--- src/hw/rtl/okd_pkg.sv ---
// ----------------------------------------------------------------------------
// okd_pkg
// types and constants shared by the ook remote pulse decoder modules
// ----------------------------------------------------------------------------
package okd_pkg;

   typedef enum logic [1:0] {
      NC_BAD     = 2'd0,
      NC_ONE_ONE = 2'd1,
      NC_ONE_TWO = 2'd2,
      NC_SYNC    = 2'd3
   } nc_class_type;

   typedef enum logic [1:0] {
      CC_BAD     = 2'd0,
      CC_ONE_TWO = 2'd1,
      CC_TWO_ONE = 2'd2,
      CC_ONE_ONE = 2'd3
   } cc_class_type;

   typedef enum logic [1:0] {
      REG_MIN_PULSE    = 2'd0,
      REG_SHORT_LIMIT  = 2'd1,
      REG_MEDIUM_LIMIT = 2'd2,
      REG_SYNC_LIMIT   = 2'd3
   } reg_index_type;

   localparam int CSR_INDEX_BITS = 2;

   localparam logic [6:0] LONG_LEN   = 7'd66;
   localparam logic [6:0] SHORT_LEN  = 7'd25;
   localparam logic [6:0] COUNT_MAX  = 7'd127;
   localparam logic [3:0] CLASSIC_ON = 4'd14;

   localparam int MIN_PULSE_RESET    = 150;
   localparam int SHORT_LIMIT_RESET  = 400;
   localparam int MEDIUM_LIMIT_RESET = 1500;
   localparam int SYNC_LIMIT_RESET   = 3000;

   localparam int QUEUE_DEPTH = 2;
   localparam int QPTR_BITS   = 1;

   localparam int RSP_BITS = 40;

   // classified symbol handed from front to back
   typedef struct packed {
      nc_class_type nc;
      cc_class_type cc;
      logic         last;
   } sym_type;

   // result item, frame_valid in the lowest bit
   typedef struct packed {
      logic [1:0]  switch_state;
      logic [3:0]  unit_number;
      logic [25:0] device_address;
      logic        frame_format;
      logic        frame_valid;
   } rsp_type;

endpackage

--- src/hw/rtl/okd_front.sv ---
// ----------------------------------------------------------------------------
// okd_front
// holds the timing registers and classifies each symbol for both framings
// ----------------------------------------------------------------------------
module okd_front
   import okd_pkg::*;
#(
   parameter int DURATION_BITS = 15
) (
   input  logic                       clock,
   input  logic                       reset,
   input  logic                       csr_we,
   input  logic [CSR_INDEX_BITS-1:0]  csr_index,
   input  logic [DURATION_BITS-1:0]   csr_wdata,
   input  logic [DURATION_BITS-1:0]   duration_high,
   input  logic [DURATION_BITS-1:0]   duration_low,
   input  logic                       last_symbol,
   output sym_type                    sym
);

   localparam int WB = DURATION_BITS + 2;

   logic [DURATION_BITS-1:0] min_pulse_ff, short_limit_ff, medium_limit_ff, sync_limit_ff;
   logic [DURATION_BITS-1:0] new_dur;
   logic                     too_short;
   logic                     d0_lt_d1;
   logic [WB-1:0]            d0_x1, d1_x1, d0_x2, d1_x2, d0_x4, d1_x4;
   nc_class_type             nc;
   cc_class_type             cc;

   always_ff @(posedge clock) begin
      if (reset) begin
         min_pulse_ff    <= DURATION_BITS'(MIN_PULSE_RESET);
         short_limit_ff  <= DURATION_BITS'(SHORT_LIMIT_RESET);
         medium_limit_ff <= DURATION_BITS'(MEDIUM_LIMIT_RESET);
         sync_limit_ff   <= DURATION_BITS'(SYNC_LIMIT_RESET);
      end else if (csr_we) begin
         case (csr_index)
            REG_MIN_PULSE:    min_pulse_ff    <= csr_wdata;
            REG_SHORT_LIMIT:  short_limit_ff  <= csr_wdata;
            REG_MEDIUM_LIMIT: medium_limit_ff <= csr_wdata;
            REG_SYNC_LIMIT:   sync_limit_ff   <= csr_wdata;
            default: ;
         endcase
      end
   end

   assign too_short = (duration_high < min_pulse_ff) || (duration_low < min_pulse_ff);
   assign d0_lt_d1  = duration_high < duration_low;
   assign new_dur   = d0_lt_d1 ? duration_low : duration_high;

   assign d0_x1 = {2'b00, duration_high};
   assign d1_x1 = {2'b00, duration_low};
   assign d0_x2 = {1'b0, duration_high, 1'b0};
   assign d1_x2 = {1'b0, duration_low, 1'b0};
   assign d0_x4 = {duration_high, 2'b00};
   assign d1_x4 = {duration_low, 2'b00};

   always_comb begin
      nc = NC_BAD;
      if (!too_short) begin
         if (new_dur < short_limit_ff) begin
            nc = NC_ONE_ONE;
         end else if (d0_lt_d1 && (new_dur < medium_limit_ff)) begin
            nc = NC_ONE_TWO;
         end else if (d0_lt_d1 && (new_dur < sync_limit_ff)) begin
            nc = NC_SYNC;
         end
      end
   end

   always_comb begin
      cc = CC_BAD;
      if (!too_short) begin
         if (d0_lt_d1) begin
            if (d1_x1 >= d0_x4) begin
               cc = CC_BAD;
            end else if (d1_x1 >= d0_x2) begin
               cc = CC_ONE_TWO;
            end else begin
               cc = CC_ONE_ONE;
            end
         end else begin
            if (d0_x1 >= d1_x4) begin
               cc = CC_BAD;
            end else if (d0_x1 >= d1_x2) begin
               cc = CC_TWO_ONE;
            end else begin
               cc = CC_ONE_ONE;
            end
         end
      end
   end

   assign sym.nc   = nc;
   assign sym.cc   = cc;
   assign sym.last = last_symbol;

endmodule

--- src/hw/rtl/okd_queue.sv ---
// ----------------------------------------------------------------------------
// okd_queue
// short queue of classified symbols between the front and the back
// ----------------------------------------------------------------------------
module okd_queue
   import okd_pkg::*;
(
   input  logic    clock,
   input  logic    reset,
   input  logic    in_valid,
   output logic    in_ready,
   input  sym_type in_sym,
   output logic    out_valid,
   input  logic    out_ready,
   output sym_type out_sym
);

   sym_type              mem_ff [QUEUE_DEPTH];
   logic [QPTR_BITS-1:0] wr_ptr_ff, wr_ptr_in;
   logic [QPTR_BITS-1:0] rd_ptr_ff, rd_ptr_in;
   logic [QPTR_BITS:0]   count_ff, count_in;
   logic                 push, pop;

   assign in_ready  = count_ff != (QPTR_BITS+1)'(QUEUE_DEPTH);
   assign out_valid = count_ff != '0;
   assign push      = in_valid && in_ready;
   assign pop       = out_valid && out_ready;
   assign out_sym   = mem_ff[rd_ptr_ff];

   always_comb begin
      wr_ptr_in = push ? wr_ptr_ff + 1'b1 : wr_ptr_ff;
      rd_ptr_in = pop ? rd_ptr_ff + 1'b1 : rd_ptr_ff;
      count_in  = count_ff;
      if (push && !pop) begin
         count_in = count_ff + 1'b1;
      end else if (pop && !push) begin
         count_in = count_ff - 1'b1;
      end
   end

   always_ff @(posedge clock) begin
      if (reset) begin
         wr_ptr_ff <= '0;
         rd_ptr_ff <= '0;
         count_ff  <= '0;
      end else begin
         wr_ptr_ff <= wr_ptr_in;
         rd_ptr_ff <= rd_ptr_in;
         count_ff  <= count_in;
      end
   end

   always_ff @(posedge clock) begin
      if (push) begin
         mem_ff[wr_ptr_ff] <= in_sym;
      end
   end

endmodule

--- src/hw/rtl/okd_back.sv ---
// ----------------------------------------------------------------------------
// okd_back
// assembles both framings from classified symbols and registers the result
// ----------------------------------------------------------------------------
module okd_back
   import okd_pkg::*;
(
   input  logic    clock,
   input  logic    reset,
   input  logic    in_valid,
   output logic    in_ready,
   input  sym_type in_sym,
   output logic    rsp_valid,
   input  logic    rsp_ready,
   output rsp_type rsp
);

   logic [6:0]   count_ff, count_in;
   logic [31:0]  long_code_ff, long_code_in;
   logic [11:0]  short_code_ff, short_code_in;
   logic         long_ok_ff, long_ok_in;
   logic         short_ok_ff, short_ok_in;
   nc_class_type long_pend_ff, long_pend_in;
   cc_class_type short_pend_ff, short_pend_in;
   logic         rsp_valid_ff, rsp_valid_in;
   rsp_type      rsp_ff, rsp_in;
   logic         pop;

   assign in_ready = !in_sym.last || !rsp_valid_ff || rsp_ready;
   assign pop      = in_valid && in_ready;

   always_comb begin
      count_in      = count_ff;
      long_code_in  = long_code_ff;
      short_code_in = short_code_ff;
      long_ok_in    = long_ok_ff;
      short_ok_in   = short_ok_ff;
      long_pend_in  = long_pend_ff;
      short_pend_in = short_pend_ff;
      rsp_in        = rsp_ff;
      rsp_valid_in  = rsp_valid_ff && !rsp_ready;

      if (pop) begin
         // new framing
         if (count_ff == '0) begin
            if (in_sym.nc != NC_SYNC) begin
               long_ok_in = 1'b0;
            end
         end else if (count_ff < LONG_LEN - 7'd1) begin
            if (count_ff[0]) begin
               long_pend_in = in_sym.nc;
            end else if (long_pend_ff == NC_ONE_TWO && in_sym.nc == NC_ONE_ONE) begin
               long_code_in = {long_code_ff[30:0], 1'b1};
            end else if (long_pend_ff == NC_ONE_ONE && in_sym.nc == NC_ONE_TWO) begin
               long_code_in = {long_code_ff[30:0], 1'b0};
            end else begin
               long_ok_in = 1'b0;
            end
         end

         // classic framing
         if (count_ff < SHORT_LEN - 7'd1) begin
            if (!count_ff[0]) begin
               short_pend_in = in_sym.cc;
            end else if (short_pend_ff != CC_ONE_TWO) begin
               short_ok_in = 1'b0;
            end else if (in_sym.cc == CC_ONE_TWO) begin
               short_code_in = {1'b0, short_code_ff[11:1]};
            end else if (in_sym.cc == CC_TWO_ONE) begin
               short_code_in = {1'b1, short_code_ff[11:1]};
            end else begin
               short_ok_in = 1'b0;
            end
         end

         if (count_ff != COUNT_MAX) begin
            count_in = count_ff + 7'd1;
         end

         if (in_sym.last) begin
            rsp_valid_in = 1'b1;
            rsp_in       = '0;
            if (count_in == LONG_LEN && long_ok_in) begin
               rsp_in.frame_valid    = 1'b1;
               rsp_in.frame_format   = 1'b0;
               rsp_in.device_address = long_code_in[31:6];
               rsp_in.unit_number    = long_code_in[3:0];
               rsp_in.switch_state   = long_code_in[5:4];
            end else if (count_in == SHORT_LEN && short_ok_in) begin
               rsp_in.frame_valid    = 1'b1;
               rsp_in.frame_format   = 1'b1;
               rsp_in.device_address = {22'd0, short_code_in[3:0]};
               rsp_in.unit_number    = short_code_in[7:4];
               rsp_in.switch_state   = {1'b0, short_code_in[11:8] == CLASSIC_ON};
            end
            count_in      = '0;
            long_code_in  = '0;
            short_code_in = '0;
            long_ok_in    = 1'b1;
            short_ok_in   = 1'b1;
            long_pend_in  = NC_BAD;
            short_pend_in = CC_BAD;
         end
      end
   end

   always_ff @(posedge clock) begin
      if (reset) begin
         count_ff      <= '0;
         long_code_ff  <= '0;
         short_code_ff <= '0;
         long_ok_ff    <= 1'b1;
         short_ok_ff   <= 1'b1;
         long_pend_ff  <= NC_BAD;
         short_pend_ff <= CC_BAD;
         rsp_valid_ff  <= 1'b0;
      end else begin
         count_ff      <= count_in;
         long_code_ff  <= long_code_in;
         short_code_ff <= short_code_in;
         long_ok_ff    <= long_ok_in;
         short_ok_ff   <= short_ok_in;
         long_pend_ff  <= long_pend_in;
         short_pend_ff <= short_pend_in;
         rsp_valid_ff  <= rsp_valid_in;
      end
   end

   always_ff @(posedge clock) begin
      rsp_ff <= rsp_in;
   end

   assign rsp_valid = rsp_valid_ff;
   assign rsp       = rsp_ff;

endmodule

--- src/hw/rtl/ook_remote_pulse_decoder.sv ---
// a symbol that ends a capture is held in the queue, then the decoder registers its result item
// throughput: one symbol per cycle, but a last symbol waits while an earlier result item is not yet taken
// a two-item queue parts the classifier from the decoder, the result sits in a register
// reset: synchronous, active high; clears the capture state, queue and result valid,
// and restores the timing registers to 150, 400, 1500 and 3000
// ----------------------------------------------------------------------------
// ook_remote_pulse_decoder
// pulse-width decoder for on-off keyed remotes, new 32-bit and classic 12-bit codes
// ----------------------------------------------------------------------------
module ook_remote_pulse_decoder
   import okd_pkg::*;
#(
   parameter int DURATION_BITS = 15
) (
   input  logic                                     clock,
   input  logic                                     reset,
   input  logic                                     csr_we,
   input  logic [CSR_INDEX_BITS-1:0]                csr_index,
   input  logic [DURATION_BITS-1:0]                 csr_wdata,
   input  logic                                     req_tvalid,
   output logic                                     req_tready,
   // duration_high, duration_low, zero fill
   input  logic [((2*DURATION_BITS+7)/8)*8-1:0]     req_tdata,
   input  logic                                     req_tlast,
   output logic                                     rsp_tvalid,
   input  logic                                     rsp_tready,
   // frame_valid, frame_format, device_address, unit_number, switch_state, zero fill
   output logic [RSP_BITS-1:0]                      rsp_tdata
);

   sym_type front_sym, back_sym;
   logic    back_valid, back_ready;
   rsp_type rsp;

   okd_front #(
      .DURATION_BITS(DURATION_BITS)
   ) u_front (
      .clock         (clock),
      .reset         (reset),
      .csr_we        (csr_we),
      .csr_index     (csr_index),
      .csr_wdata     (csr_wdata),
      .duration_high (req_tdata[DURATION_BITS-1:0]),
      .duration_low  (req_tdata[2*DURATION_BITS-1:DURATION_BITS]),
      .last_symbol   (req_tlast),
      .sym           (front_sym)
   );

   okd_queue u_queue (
      .clock     (clock),
      .reset     (reset),
      .in_valid  (req_tvalid),
      .in_ready  (req_tready),
      .in_sym    (front_sym),
      .out_valid (back_valid),
      .out_ready (back_ready),
      .out_sym   (back_sym)
   );

   okd_back u_back (
      .clock     (clock),
      .reset     (reset),
      .in_valid  (back_valid),
      .in_ready  (back_ready),
      .in_sym    (back_sym),
      .rsp_valid (rsp_tvalid),
      .rsp_ready (rsp_tready),
      .rsp       (rsp)
   );

   assign rsp_tdata = {(RSP_BITS-$bits(rsp_type))'(0), rsp};

endmodule

--- config.mk ---
export PLATFORM = sky130hd
export DESIGN_NAME = ook_remote_pulse_decoder
export DESIGN_NICKNAME = d
export VERILOG_FILES = /design/src/hw/rtl/okd_pkg.sv /design/src/hw/rtl/okd_front.sv /design/src/hw/rtl/okd_queue.sv /design/src/hw/rtl/okd_back.sv /design/src/hw/rtl/ook_remote_pulse_decoder.sv
export SDC_FILE = /design/constraint.sdc
export NUM_CORES = 1
export LEC_CHECK = 0
export ABC_AREA = 1
export BUFFER_PORTS_ARGS = -buffer_cell sky130_fd_sc_hd__buf_2
export CAP_MARGIN = 20
export CORE_MARGIN = 2
export CORE_UTILIZATION = 65
export DETAILED_ROUTE_END_ITERATION = 16
export HOLD_SLACK_MARGIN = 0.05
export MAX_ROUTING_LAYER = met4
export PLACE_DENSITY_LB_ADDON = 0.05
export REMOVE_ABC_BUFFERS = 1
export SLEW_MARGIN = 20
export SYNTH_ARGS = -nofsm -noshare
export SYNTH_HDL_FRONTEND = slang
export SYNTH_HIERARCHICAL = 1
export SYNTH_SLANG_ARGS = --single-unit
--- constraint.sdc ---
create_clock -name clock -period 5 [get_ports clock]
set_clock_uncertainty 0.05 [all_clocks]
set_input_delay 0.5 -clock clock [delete_from_list [all_inputs] [get_ports clock]]
set_output_delay 0.5 -clock clock [all_outputs]
set_load 0.01 [all_outputs]
=== Word level (Yosys, flattened, before mapping) ===
Memory sizes are Yosys's and may differ from the RTL's. A register that Yosys moved wholly into a read port is not among the register bits.
Cells that the tools add are included.

* Register bits: 156
* Bits in writable memories: 10
* Input port bits: 55
* Output and inout bits: 42
* Logic and storage cells: 148
* Memories kept: 1

* Add/subtract/negate cells: 5
* $lt $le $gt $ge: 12
* Eq/ne operators: 18
* Multiplexer cells: 59
* Reductions and logical operators: 33

{| class="wikitable"
|+ Memory list
! name !! depth !! bits a word !! rd ports !! clocked after memory_dff !! wr ports !! line !! RTL
|-
| u_queue.mem_ff || 2 || 5 || 1 || 1 || 1 || okd_queue.sv:18 || <nowiki>sym_type mem_ff [QUEUE_DEPTH];</nowiki>
|}

{| class="wikitable"
|+ Operator list
! cell !! count
|-
| $mux W32 || 6
|-
| $lt A15 B15 Y1 || 6
|-
| $mux W12 || 7
|-
| $mux W2 || 18
|-
| $ge A15 B17 Y1 || 2
|-
| $mux W34 || 1
|-
| $mux W33 || 1
|-
| $ge A15 B16 Y1 || 2
|-
| $mux W1 || 22
|-
| $mux W7 || 3
|-
| $mux W15 || 1
|-
| $logic_and A1 B1 Y1 || 11
|-
| $eq A2 B2 Y1 const B || 5
|-
| $reduce_and A2 Y1 || 5
|-
| $reduce_bool A2 Y1 || 5
|-
| $eq A2 B1 Y1 const B || 4
|-
| $add A7 B1 Y7 const B || 1
|-
| $eq A7 B5 Y1 const B || 1
|-
| $eq A7 B7 Y1 const B || 1
|-
| $logic_not A7 Y1 || 1
|-
| $lt A7 B5 Y1 const B || 1
|-
| $lt A7 B7 Y1 const B || 1
|-
| $ne A7 B7 Y1 const B || 1
|-
| $ne A2 B1 Y1 const B || 3
|-
| 10 further kinds || 18
|}

=== Logic depth before layout (Yosys ltp) ===
Gate-level depths: netlist (run 1).

* Depth in word-level cells: 10
* Gate-level depth with buffers: 25
* Depth with buffers taken out: 23

=== By module ===
Netlist (run 1), hierarchy kept.

{| class="wikitable"
|+ By module, submodules not included
! module !! instances !! cells an instance !! area each (µm²) !! seq. area each (µm²)
|-
| okd_front || 1 || 753 || 5562.8 || 1201.2
|-
| okd_back || 1 || 609 || 4700.8 || 2182.1
|-
| okd_queue || 1 || 52 || 609.3 || 400.4
|-
| ook_remote_pulse_decoder || 1 || 7 || 48.8 || 0.0
|}

=== Worst setup path before layout (run 1) ===
Ideal clock, no wire load.

* Path kind: input to register
* Start point: input port req_tdata[29]
* End point: memory u_queue/mem_ff[0][3] in the netlist's numbering (data pin)
* Setup time: 0.157 ns
* Data arrival time: 2.905 ns
* Required time: 4.793 ns
* Setup slack: 1.888 ns
* Stages: 20
* Path buffers: 2
* Cells stage by stage: inv_1 ha_1 nand2_1 nor2_2 nand2_1 nor2_1 nor2_1 nand2_2 buf_2 buf_4 nand2_1 o21ai_0 ha_1 a21o_1 a31oi_1 o211ai_1 nand2_1 nand4_1 nand2b_1 a21oi_1

{| class="wikitable"
|+ RTL lines
! item !! line !! RTL
|-
| start, declared || ook_remote_pulse_decoder.sv:23 || <nowiki>input logic [((2*DURATION_BITS+7)/8)*8-1:0] req_tdata,</nowiki>
|-
| end, declared || okd_queue.sv:18 ||
|}

==> qor.json, run 1 <==
{
  "run_status": "complete, no violations",
  "htreeDepth": 4,
  "grt_setup_unrepaired": "no",
  "netlist.area_leader.share": 0.225,
  "cts-root-buf": "clkbuf_16",
  "areaGrowthSynthToFinish_pct": 10.2,
  "detail_route.wirelength_mm": 24.6,
  "ioPinCount": 97,
  "worstSetupStartpointType": "input port",
  "list_of_cells_traversed_by_the_critical_path": "buf_2, inv_1, ha_1, nand2_1, inv_1, nand2_1, nand3_1, nor2_1, nand2_2, o21ai_0, ha_1, a21o_1, a31oi_1, o211ai_1, nand2_1, nand4_1, nand2b_1, a21oi_1",
  "layout_worst_path_cycle_share": 0.746,
  "hold_slack_ps": 205,
  "netlist_top_cells_area": "dfxtp_1 (23%), ha_1 (16%), edfxtp_1 (12%)",
  "syn_avg_cell_area_um2": 7.69,
  "tritoncts": "done",
  "post_cts_resize_count": 0,
  "synth_seq_cells": 167,
  "dr_total_vias": 9516,
  "firstDrtPassIters": 5,
  "drc_errors": 0,
  "largest_voltage_drop_on_the_vdd_net_uv": 328,
  "wire_per_inst_um": 14.3,
  "synthesized_area_um2": 10900,
  "initial_utilization": 0.661,
  "powerDensity_nw_per_um2": 352,
  "tightestPinTransition_ps": 1070,
  "grt_antenna_before_repair": 0,
  "netlist-cell-type-count": 58,
  "ys.warnings.count": 6,
  "fin_tns_setup_ps": 0,
  "syn-instance-count": 1421,
  "hold_class": "input port to flop",
  "first_pass_grt_wire_length_mm": 40.6,
  "critical_path_class": "input port to flop",
  "synth_top_area_cell": "dfxtp_1",
  "number_of_antenna_violating_nets_in_the_routed_design": 0,
  "die_height_um": 134,
  "track_usage": 0.287,
  "fp.dieW_um": 134,
  "max-slew-margin-rel": 0.283,
  "critical_path_arrival_ps": 3910,
  "asyncSetResetFlopFracSynth": 0,
  "leakagePower_nw": 5.40,
  "fin_crit_ps": 3730,
  "path_max_fanout": 32,
  "synth.top_cells.by_count": "nand2_1 (302), inv_1 (181), a21oi_1 (162)",
  "numCtsBuffers": 17,
  "finalHoldViolations": 0,
  "fillers": 1339,
  "floorplan.rows": 47,
  "io_buffer_count": 88,
  "gp_congestion": 0.909,
  "max_slew_violation_total_from_the_final_report": 0,
  "critical-path-top-cell-by-count": "nand2_1",
  "total_area_of_multi_input_combinational_cells_um2": 6150,
  "fin_nets": 1683,
  "postSynth.topFlopCell": "dfxtp_1",
  "crit_buf_inv": 3,
  "clock_latency_ps": 430,
  "clkSinkCount": 167,
  "vias_per_cell": 5.54,
  "drv_cap": 0,
  "register_area_share_after_synthesis": 0.346,
  "diodes": 0,
  "grt_start_max_net_pins": 62,
  "regArea_um2": 3780,
  "drt_first_iter_violations": 835,
  "max_clock_freq_mhz": 268,
  "die_area_um2": 17900,
  "slowest_delay_ps": 540,
  "post_cts_hold_buffer_count": 0,
  "core_region_area_um2": 16500,
  "final_layout_size_suffix_gt1_frac": 0.125,
  "report.final.setup_viol": 0,
  "timing.critical_path.slowest_stage_cell": "o21ai_0",
  "worst_setup_path_end_kind": "flop",
  "synth-edff-count": 44,
  "worst_setup_hold_path_clk_slew_ps": 70,
  "grt-ovfl-total": 0,
  "timing.critical_path.required_ps": 5180,
  "synth_most_common_cell": "nand2_1",
  "vias_in_the_first_global_route": 8705,
  "post_cts_buffers": 0,
  "cts_buffer_depth": 2,
  "critPathTopFamily": "compound AO/OA/AOI/OAI gates",
  "detailed_place_hpwl_mm": 18.0
}
-- routing by layer --
metal  GRT usage  up-vias  share of wire
met3      0.0354       45          0.037
met5           -        -              0
met2       0.486      233           0.49
li1            -     4919              -
met4       0.108        0          0.024
met1       0.353     4319           0.45
-- sequential cells by signal (all words and copies together), names as in the netlist, 2 cells and up, named ones only --
name,cells
u_back/short_pend_ff,2
u_front/sync_limit_ff,15
u_queue/count_ff,2
u_back/short_code_ff,12
u_queue/mem_ff,10
u_front/medium_limit_ff,15
u_front/min_pulse_ff,15
u_back/long_pend_ff,2
u_back/long_code_ff,32
u_front/short_limit_ff,15
u_back/rsp,34
u_back/count_ff,7
-- cells in the final DEF, fill, tap and decap left out, drive strengths merged, types with 31 or more instances in the layout --
cell type  synthesis  layout
nor2              99      99
nand3            102     102
nand4             31      31
a21oi            162     162
ha               142     142
inv              189     195
dfxtp            123     123
edfxtp            44      44
o21ai             82      82
nand2            310     310
buf               23      95
-- cell type report --
type,count,area share
multi-input cells,1015,0.511
flip-flops and latches,167,0.314
inverters,190,0.0600
repair buffers,95,0.0410
clock buffers,17,0.0353
well taps,220,0.0229
clock inverters,15,0.0154
-- worst register-to-register path, stage by stage (launching register included) --
cell	delay, ps
dfxtp_1	600
inv_4	120
ha_1	220
inv_1	60
nor2_1	40
nand3_1	140
nand4_1	110
buf_4	260
nand2_1	860
nand2_1	200
and2_0	210
nand2_1	60
nand2_1	50
-- power by group --
group          total (W)  internal, W  switching (W)
Clock            0.00133     0.000718       0.000611
Sequential       0.00164      0.00158      0.0000624
Combinational    0.00127     0.000395       0.000875
Total            0.00424      0.00269        0.00155
-- path summary, 6_finish.rpt --
kind	from	to	slack, ps	cells past startpoint
hold / removal	req_tlast	u_queue/mem_ff[1][0]	200	1
setup reg to reg	u_back/count_ff[0]	u_back/rsp[31]	1770	12
setup / recovery	req_tdata[29]	u_queue/mem_ff[0][3]	1270	18
hold reg to reg	u_front/short_limit_ff[5]	u_front/short_limit_ff[5]	410	2
-- through the flow --
step           power (W)  cells  instance area [um2]  setup slack [ps]   util
3_3_place_gp     0.00289   1687                11400               906  0.692
3_5_place_dp     0.00292   1687                11400               852  0.692
2_1_floorplan    0.00250   1372                10700              1080      -
5_1_grt          0.00448   1719                12000              1090  0.728
6_report         0.00424   1719                12000              1270  0.728
4_1_cts          0.00425   1719                12000              1290  0.728
-- logic make-up after synthesis --
family / count (synthesis) / synth area share
compound gates: 291 / 0.145
xor+xnor: 2 / 0.00160
fa+ha+maj: 142 / 0.163
buf+inv: 244 / 0.0926
flops: 167 / 0.346
mux: 5 / 0.00515
other cells: 1 / 0.000343
simple gates: 569 / 0.247
Note: power is estimated with default switching activity, not from simulation.
==> inputs of run 2 (changes only) <==
--- a/config.mk
+++ b/config.mk
@@ -9,7 +9,7 @@
 export BUFFER_PORTS_ARGS = -buffer_cell sky130_fd_sc_hd__buf_2
 export CAP_MARGIN = 20
 export CORE_MARGIN = 2
-export CORE_UTILIZATION = 65
+export CORE_UTILIZATION = 55
 export DETAILED_ROUTE_END_ITERATION = 16
 export HOLD_SLACK_MARGIN = 0.05
 export MAX_ROUTING_LAYER = met4
==> constraint.sdc (replaced) <==
create_clock -name clock -period 3.3 [get_ports clock]
set_clock_uncertainty 0.05 [all_clocks]
set_input_delay 0.33 -clock clock [delete_from_list [all_inputs] [get_ports clock]]
set_output_delay 0.33 -clock clock [all_outputs]
set_load 0.01 [all_outputs]
==> qor.json, run 2 (same netlist as run 1, synthesis figures left out) <==
{
  "critical_path_class": {"value": "input port to flop", "change": "unchanged"},
  "largest_reg_flops": {"value": 34, "change": "unchanged"},
  "numCtsBuffers": {"value": 17, "change": "unchanged"},
  "layout_commonest_cell": {"value": "nand2_1", "change": "unchanged"},
  "tightestPinTransition": {"value": 767, "unit": "ps", "change": "was 1070 ps"},
  "largest_voltage_drop_on_the_vdd_net": {"value": 411, "unit": "uV", "change": "was 328 uV"},
  "fp.dieW": {"value": 145, "unit": "um", "change": "was 134 um"},
  "tritoncts": {"value": "done", "change": "unchanged"},
  "worst_setup_hold_path_clk_slew": {"value": 70, "unit": "ps", "change": "about the same"},
  "final_layout_size_suffix_gt1_frac": {"value": 0.159, "change": "was 0.125"},
  "post_cts_buffers": {"value": 0, "change": "unchanged"},
  "grt_start_max_net_pins": {"value": 62, "change": "unchanged"},
  "total_area_of_multi_input_combinational_cells": {"value": 6150, "unit": "um2", "change": "unchanged"},
  "drv_cap": {"value": 0, "change": "unchanged"},
  "path_max_fanout": {"value": 19, "change": "was 32"},
  "htreeDepth": {"value": 4, "change": "unchanged"},
  "fin_tns_setup": {"value": 0, "unit": "ps", "change": "unchanged"},
  "grt_setup_unrepaired": {"value": "no", "change": "unchanged"},
  "vias_per_cell": {"value": 5.27, "change": "was 5.54"},
  "initial_utilization": {"value": 0.561, "change": "was 0.661"},
  "crit_buf_inv": {"value": 4, "change": "was 3"},
  "fin_crit_ps": 2990,
  "run_status": {"value": "complete, no violations", "change": "unchanged"},
  "fillers": {"value": 1758, "change": "was 1339"},
  "report.final.setup_viol": {"value": 0, "change": "unchanged"},
  "die_height": {"value": 145, "unit": "um", "change": "was 134 um"},
  "floorplan.rows": {"value": 51, "change": "was 47"},
  "areaGrowthSynthToFinish": {"value": 15.5, "unit": "%", "change": "was 10.2%"},
  "worstReg2RegEnd": {"value": "u_back/rsp[17]", "change": "was u_back/rsp[31]"},
  "critPathTopFamily": {"value": "simple AND/OR/NAND/NOR gates", "change": "was compound AO/OA/AOI/OAI gates"},
  "r2r.worst_path.cells": {"value": 11, "change": "was 12"},
  "drt_first_iter_violations": {"value": 523, "change": "was 835"},
  "max_clock_freq_mhz": 335,
  "cp.depth": {"value": 20, "change": "was 18"},
  "first_pass_grt_wire_length": {"value": 43.1, "unit": "mm", "change": "was 40.6 mm"},
  "clock_latency": {"value": 450, "unit": "ps", "change": "was 430 ps"},
  "number_of_antenna_violating_nets_in_the_routed_design": {"value": 0, "change": "unchanged"},
  "hold_slack": {"value": 98.0, "unit": "ps", "change": "was 205 ps"},
  "cp-startpoint": {"value": "req_tdata[29]", "change": "unchanged"},
  "ioPinCount": {"value": 97, "change": "unchanged"},
  "grt_antenna_before_repair": {"value": 0, "change": "unchanged"},
  "critical_path_arrival": {"value": 3250, "unit": "ps", "change": "was 3910 ps"},
  "leakagePower": {"value": 5.73, "unit": "nW", "change": "was 5.40 nW"},
  "max_slew_violation_total_from_the_final_report": {"value": 0, "change": "unchanged"},
  "dr_total_vias": {"value": 9633, "change": "was 9516"},
  "firstDrtPassIters": {"value": 6, "change": "was 5"},
  "detail_route.wirelength": {"value": 25.7, "unit": "mm", "change": "was 24.6 mm"},
  "finalCoreUtilization": {"value": 0.648, "change": "was 0.728"},
  "gp_congestion": {"value": 0.884, "change": "was 0.909"},
  "timing.critical_path.required": {"value": 3560, "unit": "ps", "change": "was 5180 ps"},
  "cp_capture_point": {"value": "u_queue/mem_ff[0][3]", "change": "unchanged"},
  "wire_per_inst": {"value": 14.1, "unit": "um", "change": "was 14.3 um"},
  "layout_worst_path_cycle_share": 0.905,
  "list_of_cells_traversed_by_the_critical_path": {"value": "buf_2, inv_1, ha_1, nand2_1, nor2_2, nand2_1, nor2_1, nor2_1, nand2_2, buf_12, o21ai_0, ha_1, a21oi_1, o21a_1, o21ai_0, nand3_1, nand4_1, nand2b_1, a21oi_1, buf_4", "change": "was buf_2, inv_1, ha_1, nand2_1, inv_1, nand2_1, nand3_1, nor2_1, nand2_2, o21ai_0, ha_1, a21o_1, a31oi_1, o211ai_1, nand2_1, nand4_1, nand2b_1, a21oi_1"},
  "cts_buffer_depth": {"value": 2, "change": "unchanged"},
  "worst_setup_path_end_kind": {"value": "flop", "change": "unchanged"},
  "drc_errors": {"value": 0, "change": "unchanged"},
  "clkSinkCount": {"value": 167, "change": "unchanged"},
  "detailed_place_hpwl": {"value": 19.2, "unit": "mm", "change": "was 18.0 mm"},
  "io_buffer_count": {"value": 88, "change": "unchanged"},
  "regArea": {"value": 3780, "unit": "um2", "change": "unchanged"},
  "max-slew-margin-rel": {"value": 0.489, "change": "was 0.283"},
  "diodes": {"value": 0, "change": "unchanged"},
  "layout.cells.most_common_list": {"value": "nand2_1 (302), inv_1 (181), a21oi_1 (162)", "change": "unchanged"},
  "worstSetupStartpointType": {"value": "input port", "change": "unchanged"},
  "fin_nets": {"value": 1746, "change": "was 1683"},
  "cts-root-buf": {"value": "clkbuf_16", "change": "unchanged"},
  "reg2reg_slack": {"value": 570, "unit": "ps", "change": "was 1770 ps"},
  "powerDensity": {"value": 523, "unit": "nW/um2", "change": "was 352 nW/um2"},
  "track_usage": {"value": 0.257, "change": "was 0.287"},
  "timing.critical_path.slowest_stage_cell": {"value": "o21ai_0", "change": "unchanged"},
  "vias_in_the_first_global_route": {"value": 8902, "change": "was 8705"},
  "r2r_start": {"value": "u_back/count_ff[0]", "change": "unchanged"},
  "core_region_area": {"value": 19500, "unit": "um2", "change": "was 16500 um2"},
  "grt-ovfl-total": {"value": 0, "change": "unchanged"},
  "slowest_delay": {"value": 370, "unit": "ps", "change": "was 540 ps"},
  "die_area": {"value": 21000, "unit": "um2", "change": "was 17900 um2"},
  "hold_class": {"value": "input port to flop", "change": "unchanged"},
  "finalHoldViolations": {"value": 0, "change": "unchanged"}
}
==> run 2: final cells by class <==
cell class | instances | share of cell area
inverters | 190 | 0.0573
repair buffers | 158 | 0.0788
clock buffers | 17 | 0.0337
flip-flops and latches | 167 | 0.300
well taps | 265 | 0.0263
clock inverters | 15 | 0.0159
multi-input cells | 1015 | 0.488
==> run 2: tightest hold or removal path, cell delays in order <==
cell	delay, ps
buf_2	110
a21oi_1	60
o21ai_0	60
==> run 2: how the worst min path moves through the flow <==
stage	from	to	slack [ps]	cells after the start
after global routing	csr_wdata[4]	u_front/sync_limit_ff[4]	110	3
final	csr_wdata[4]	u_front/sync_limit_ff[4]	100	3
after detailed placement	u_back/short_pend_ff[0]	u_back/short_pend_ff[0]	400	2
after global placement	u_front/short_limit_ff[5]	u_front/short_limit_ff[5]	400	2
after CTS	csr_wdata[4]	u_front/short_limit_ff[4]	90	3
after floorplan	reset	u_back/count_ff[2]	350	1
==> run 2: report_power, final <==
group          total [W]  switching (W)  internal (W)
Clock            0.00209       0.000987       0.00110
Sequential       0.00248      0.0000926       0.00239
Combinational    0.00202        0.00134      0.000685
==> run 2: timing repair <==
action | in CTS | in global routing
endpoints found under the hold margin | 2 | 0
hold buffers | 1 | 0
resized for setup | 0 | 1
setup endpoints to repair | 0 | 4
==> run 2: metrics by stage <==
| stage | instances | power (W) | instance area [um2] | setup WS (ps) |
|---|---|---|---|---|
| after floorplan | 1372 | 0.00379 | 10700 | -624 |
| after global placement | 1794 | 0.00451 | 12000 | -107 |
| after detailed placement | 1794 | 0.00455 | 12000 | -135 |
| after CTS | 1827 | 0.00665 | 12600 | 312 |
| after global routing | 1827 | 0.00700 | 12600 | 10.8 |
| final | 1827 | 0.00659 | 12600 | 313 |
==> run 2: per-layer routing <==
layer,part of all wire,up-vias,GRT usage,routed length [um]
met5,0,-,-,0
met4,0.017,0,0.0718,449
met3,0.033,31,0.0336,840
met2,0.49,182,0.452,12700
met1,0.46,4385,0.311,11700
li1,-,5035,-,-
